===== src/sv/bu2x_pkg.sv =====
// Shared constants, types and pixel arithmetic for the 2x bilinear upscaler.
`default_nettype none

package bu2x_pkg;

  localparam int MAX_WIDTH  = 512;
  localparam int MAX_HEIGHT = 1024;
  localparam int COL_W      = $clog2(MAX_WIDTH);
  localparam int ROW_W      = $clog2(MAX_HEIGHT);
  localparam int PIX_W      = 16;
  localparam int FW_W       = 10;
  localparam int FH_W       = 11;
  localparam int X_W        = 10;
  localparam int Y_W        = 11;
  localparam int CFG_IDX_W  = 1;
  localparam int CFG_DATA_W = 11;

  localparam logic [PIX_W-1:0] MIX_MASK = 16'hF7DE;

  localparam logic [FW_W-1:0] FRAME_WIDTH_RESET  = 10'd256;
  localparam logic [FH_W-1:0] FRAME_HEIGHT_RESET = 11'd192;

  localparam logic [CFG_IDX_W-1:0] CFG_FRAME_WIDTH  = 1'b0;
  localparam logic [CFG_IDX_W-1:0] CFG_FRAME_HEIGHT = 1'b1;

  // Bit positions in the pending-result mask, in emission order.
  localparam int RES_DIAG   = 3;
  localparam int RES_VERT   = 2;
  localparam int RES_HORIZ  = 1;
  localparam int RES_CENTRE = 0;

  typedef struct packed {
    logic [PIX_W-1:0] pixel;
    logic [PIX_W-1:0] above;
    logic [PIX_W-1:0] left;
    logic [PIX_W-1:0] upper_left;
    logic [COL_W-1:0] col;
    logic [ROW_W-1:0] row;
    logic             frame_end;
  } hold_t;

  typedef struct packed {
    logic [PIX_W-1:0] pixel;
    logic [X_W-1:0]   x;
    logic [Y_W-1:0]   y;
    logic             run_last;
    logic             frame_end;
  } result_t;

  // Average all three channels at once: drop each channel's LSB, add, halve.
  function automatic logic [PIX_W-1:0] mix(input logic [PIX_W-1:0] a,
                                           input logic [PIX_W-1:0] b);
    logic [PIX_W:0] s;
    s = {1'b0, a & MIX_MASK} + {1'b0, b & MIX_MASK};
    return s[PIX_W:1];
  endfunction

endpackage

`default_nettype wire


===== src/sv/bu2x_emit.sv =====
// Result selector: picks the next pending output pixel of a held source pixel.
`default_nettype none

module bu2x_emit (
  input  bu2x_pkg::hold_t   held,
  input  logic [3:0]        pend,
  output bu2x_pkg::result_t res,
  output logic [3:0]        pend_next
);
  import bu2x_pkg::*;

  logic [PIX_W-1:0] hmid;
  logic [X_W-1:0]   x_even;
  logic [Y_W-1:0]   y_even;

  assign hmid   = mix(held.left, held.pixel);
  assign x_even = {held.col, 1'b0};
  assign y_even = {held.row, 1'b0};

  always_comb begin
    pend_next     = pend;
    res.pixel     = held.pixel;
    res.x         = x_even;
    res.y         = y_even;
    res.frame_end = held.frame_end;
    priority if (pend[RES_DIAG]) begin
      res.pixel          = mix(mix(held.upper_left, held.above), hmid);
      res.x              = x_even - X_W'(1);
      res.y              = y_even - Y_W'(1);
      pend_next[RES_DIAG] = 1'b0;
    end else if (pend[RES_VERT]) begin
      res.pixel          = mix(held.above, held.pixel);
      res.y              = y_even - Y_W'(1);
      pend_next[RES_VERT] = 1'b0;
    end else if (pend[RES_HORIZ]) begin
      res.pixel           = hmid;
      res.x               = x_even - X_W'(1);
      pend_next[RES_HORIZ] = 1'b0;
    end else begin
      pend_next[RES_CENTRE] = 1'b0;
    end
    res.run_last = (pend_next == 4'b0000);
  end

endmodule

`default_nettype wire


===== config.mk =====
export PLATFORM = sky130hd
export DESIGN_NAME = bu2x_emit
export DESIGN_NICKNAME = d
export VERILOG_FILES = /design/src/sv/bu2x_pkg.sv /design/src/sv/bu2x_emit.sv
export SDC_FILE = /design/constraint.sdc
export NUM_CORES = 1
export LEC_CHECK = 0
export ABC_CLOCK_PERIOD_IN_PS = 5500
export BUFFER_PORTS_ARGS = -buffer_cell sky130_fd_sc_hd__buf_2
export CORE_AREA = 3 3 90 92
export DETAILED_ROUTE_END_ITERATION = 12
export DIE_AREA = 0 0 93 95
export PLACE_DENSITY = 0.69
export SYNTH_ARGS = -nofsm -noshare
export SYNTH_HDL_FRONTEND = slang
export SYNTH_SLANG_ARGS = --single-unit
export TNS_END_PERCENT = 20

===== constraint.sdc =====
create_clock -name vclk -period 5.5
set_clock_uncertainty 0.2 [all_clocks]
set_input_delay 0.275 -clock vclk [all_inputs]
set_output_delay 0.275 -clock vclk [all_outputs]
set_load 0.005 [all_outputs]

# After elaboration in Yosys (flattened, before gate mapping)
# Cells that the tools add are included.
# word_totals
reg_bits,0
inputBits,88
output_inout_bits,43
elab_cells,15
# classes
n_addsub,6
n_mux,8
reduce_logical,1
# op_table
operator,n
$add A16 B16 Y17,4
$mux W37,1
$mux W26,1
$mux W16,1
$mux W11,1
$sub A11 B1 Y11 const B,1
$mux W10,1
$sub A10 B1 Y10 const B,1
$logic_not A4 Y1,1
$mux W3,1
$mux W2,1
$mux W1,1

# Logic depth before layout (Yosys ltp)
# depth
word_depth,4
depth_mapped,14
depth_no_buf,14

# Least setup slack after synthesis
# OpenSTA, ideal clock, no wires.
# synth_path
path_type,input -> output
startpoint,input held[58] (netlist bit)
endpoint,output res[32] (netlist bit)
arrival_ns,2.254
required_ns,5.025
path_slack_ns,2.771
cell_stages,11
n_path_buf,0
cell_sequence,and2_1 fa_1 a21o_2 a21oi_2 xnor2_2 ha_1 a21oi_1 or3_1 a211oi_1 nor2_1 o31ai_1
# synth_rtl
item,line,rtl
from (decl),bu2x_emit.sv:5,"input bu2x_pkg::hold_t held,"
to (decl),bu2x_emit.sv:7,"output bu2x_pkg::result_t res,"

==> reports/qor.yml <==
sta:
  fin_crit_sh_pct: 58.6
  relSlewSlack_pct: 63.2
  whs_ns: 0.350
  min_period_ns: 3.22
  setup_violations: 0
  drv_slew: 0
  fin_ws_ns: 2.28
  worst_slew_pin_slew_ns: 0.550
  fin_tns_setup_ns: 0
  fmax_mhz: 310
  finalHoldViolations: 0
  rsz0062_at_grt: "false"
routing:
  post_drt_wl_per_cell_um: 13.4
  vias_per_cell: 5.17
  drc: 0
  vias: 2771
  postRouteAntennaNets: 0
  drtPass1Iterations: 4
  wl_um: 7210
  first_iter_violations: 73
global_route:
  grt_pass1_vias: 2665
  grt_first_pass_wirelength_um: 11600
  grt_max_degree: 28
  antenna_found_initial: 0
  grt_use_total_pct: 15.5
  grt_overflow: 0
clocking:
  post_cts_resized: 0
  cts_setup_buffers: 0
  hold_buffers: 0
worst_setup_path:
  startpoint_type: "input pin"
  critPathRequiredTime_ns: 5.03
  crit_arrival_ns: 2.75
  cp-end-kind: "primary output"
  critPathKind: "in -> out"
  worstPathMaxFanout: 4
yosys:
  yosys_warnings: 0
  yosysSeqAreaShare_pct: 0
  synth_top_area_share_pct: 25.1
  synth_area_leaders: "ha_1 (25%), fa_1 (9.5%), a21o_1 (6.8%), xnor2_1 (6.6%), xor2_1 (6.6%)"
  syn_inst: 329
  netlist-cell-type-count: 47
  synth_nets: 480
  netlist_area_um2: 2540
  synthesis.area_per_instance_um2: 7.72
  yosys.area.top_type: "ha_1"
finish:
  finalCoreUtilization_pct: 44.0
  drive_gt1_share_pct: 29.3
  syn_to_final_growth_pct: 26.3
  regArea_um2: 0
  seq_cell_count: 0
  n_antenna_cell: 0
  n_fill_cell: 787
  num-clock-buffers: 0
  fin_nets: 590
  multi_input_area_um2: 2400
placement:
  gp_congestion: 0.815
  port_buffers: 119
  dp_hpwl_um: 6210
  place_ws_ns: 2.29
power_and_ir_drop:
  p_leak_nw: 1.74
  ir_worst_vdd_mv: 0.0644
  powerDensity_nw_per_um2: 133
min_path:
  hp-class: "in -> out"
floorplanning:
  start_util_pct: 34.8
  row_count: 31
  die_w_um: 93
  coreArea_um2: 7290
  ios: 131
  dieArea_um2: 8840
  die_y_um: 95
outcome:
  status: "finished, final reports clean"
run:
  maxCapViolCount: 0
-- Yosys cell counts, types with 4 or more instances --
library cell  instances
ha_1                 51
nor2_1               24
a21o_1               23
a21oi_1              22
inv_1                22
nand2_1              21
o21ai_0              19
xnor2_1              19
xor2_1               19
fa_1                 12
nand3_1               9
mux2i_1               8
a211oi_1              7
nor3_1                7
clkbuf_1              6
or3_1                 6
nor2b_1               5
and2_1                4
-- path summary, 6_finish.rpt --
check  cells after the start  slack (ns)      end     start
min                        0        0.35   res[0]   held[0]
max                       15        2.28  res[32]  held[74]
-- per-layer routing --
metal / GRT usage (%) / wire length (um)
met1: 19.6 / 3130
met2: 30.2 / 3590
met3: 1.20 / 470
met4: 0 / 8
met5: 0 / 0
-- placed cells by master, fill, tap and decap left out, drive strengths merged, types with 2 or more instances in the layout --
cell | synthesis | final
nand4 | 2 | 2
nand3 | 9 | 9
a21o | 24 | 24
or3 | 6 | 6
inv | 22 | 22
nor2b | 5 | 5
a31o | 2 | 2
xor2 | 19 | 19
o32ai | 2 | 2
nand2 | 21 | 21
a2111oi | 2 | 2
o221ai | 2 | 2
a21oi | 23 | 23
mux2i | 8 | 8
nor2 | 24 | 24
and2 | 4 | 4
a31oi | 2 | 2
ha | 51 | 51
xnor2 | 20 | 20
o21ai | 19 | 19
o21a | 3 | 3
nor3 | 7 | 7
fa | 12 | 12
nand2b | 3 | 3
a211oi | 7 | 7
nor4 | 3 | 3
mux2 | 3 | 3
buf | 5 | 119
-- layout make-up --
type                       instances  share of cell area (%)
inverter                          23                    2.69
multi-input combinational        295                    74.9
tap                               99                    3.86
timing repair buffer             119                    18.6
-- worst max-delay path, stage by stage --
cell      delay (ns)
buf_2           0.11
ha_1            0.18
inv_1           0.06
fa_1            0.40
nor2b_1         0.14
o21a_1          0.12
nor2_1          0.06
xnor2_1         0.23
ha_1            0.28
a21oi_1         0.07
or3_1           0.31
a211oi_1        0.21
nor2_1          0.06
o31ai_1         0.08
buf_2           0.17
-- cell families (layout without fill, tap and decap cells) --
| group | Yosys count | count (layout) | share of synthesized area [%] |
|---|---|---|---|
| buf+inv | 34 | 142 | 5.47 |
| other cells | 1 | 1 | 0.148 |
| simple gates | 85 | 85 | 15.7 |
| mux | 11 | 11 | 4.48 |
| compound gates | 95 | 95 | 24.9 |
| xor+xnor | 40 | 40 | 14.6 |
| fa+ha+maj | 63 | 63 | 34.6 |
-- power breakdown --
group          internal (W)  switching, W  total [W]
Clock                     0             0          0
Sequential                0             0          0
Combinational      0.000208      0.000220   0.000428
-- stage by stage --
stage,instance area [um2],instances,total power [W]
after floorplan,2540,329,0.000288
after global placement,3210,536,0.000420
after detailed placement,3210,536,0.000429
after CTS,3210,536,0.000432
after global routing,3210,536,0.000486
final,3210,536,0.000428
Power figures use the tool's default switching activity.
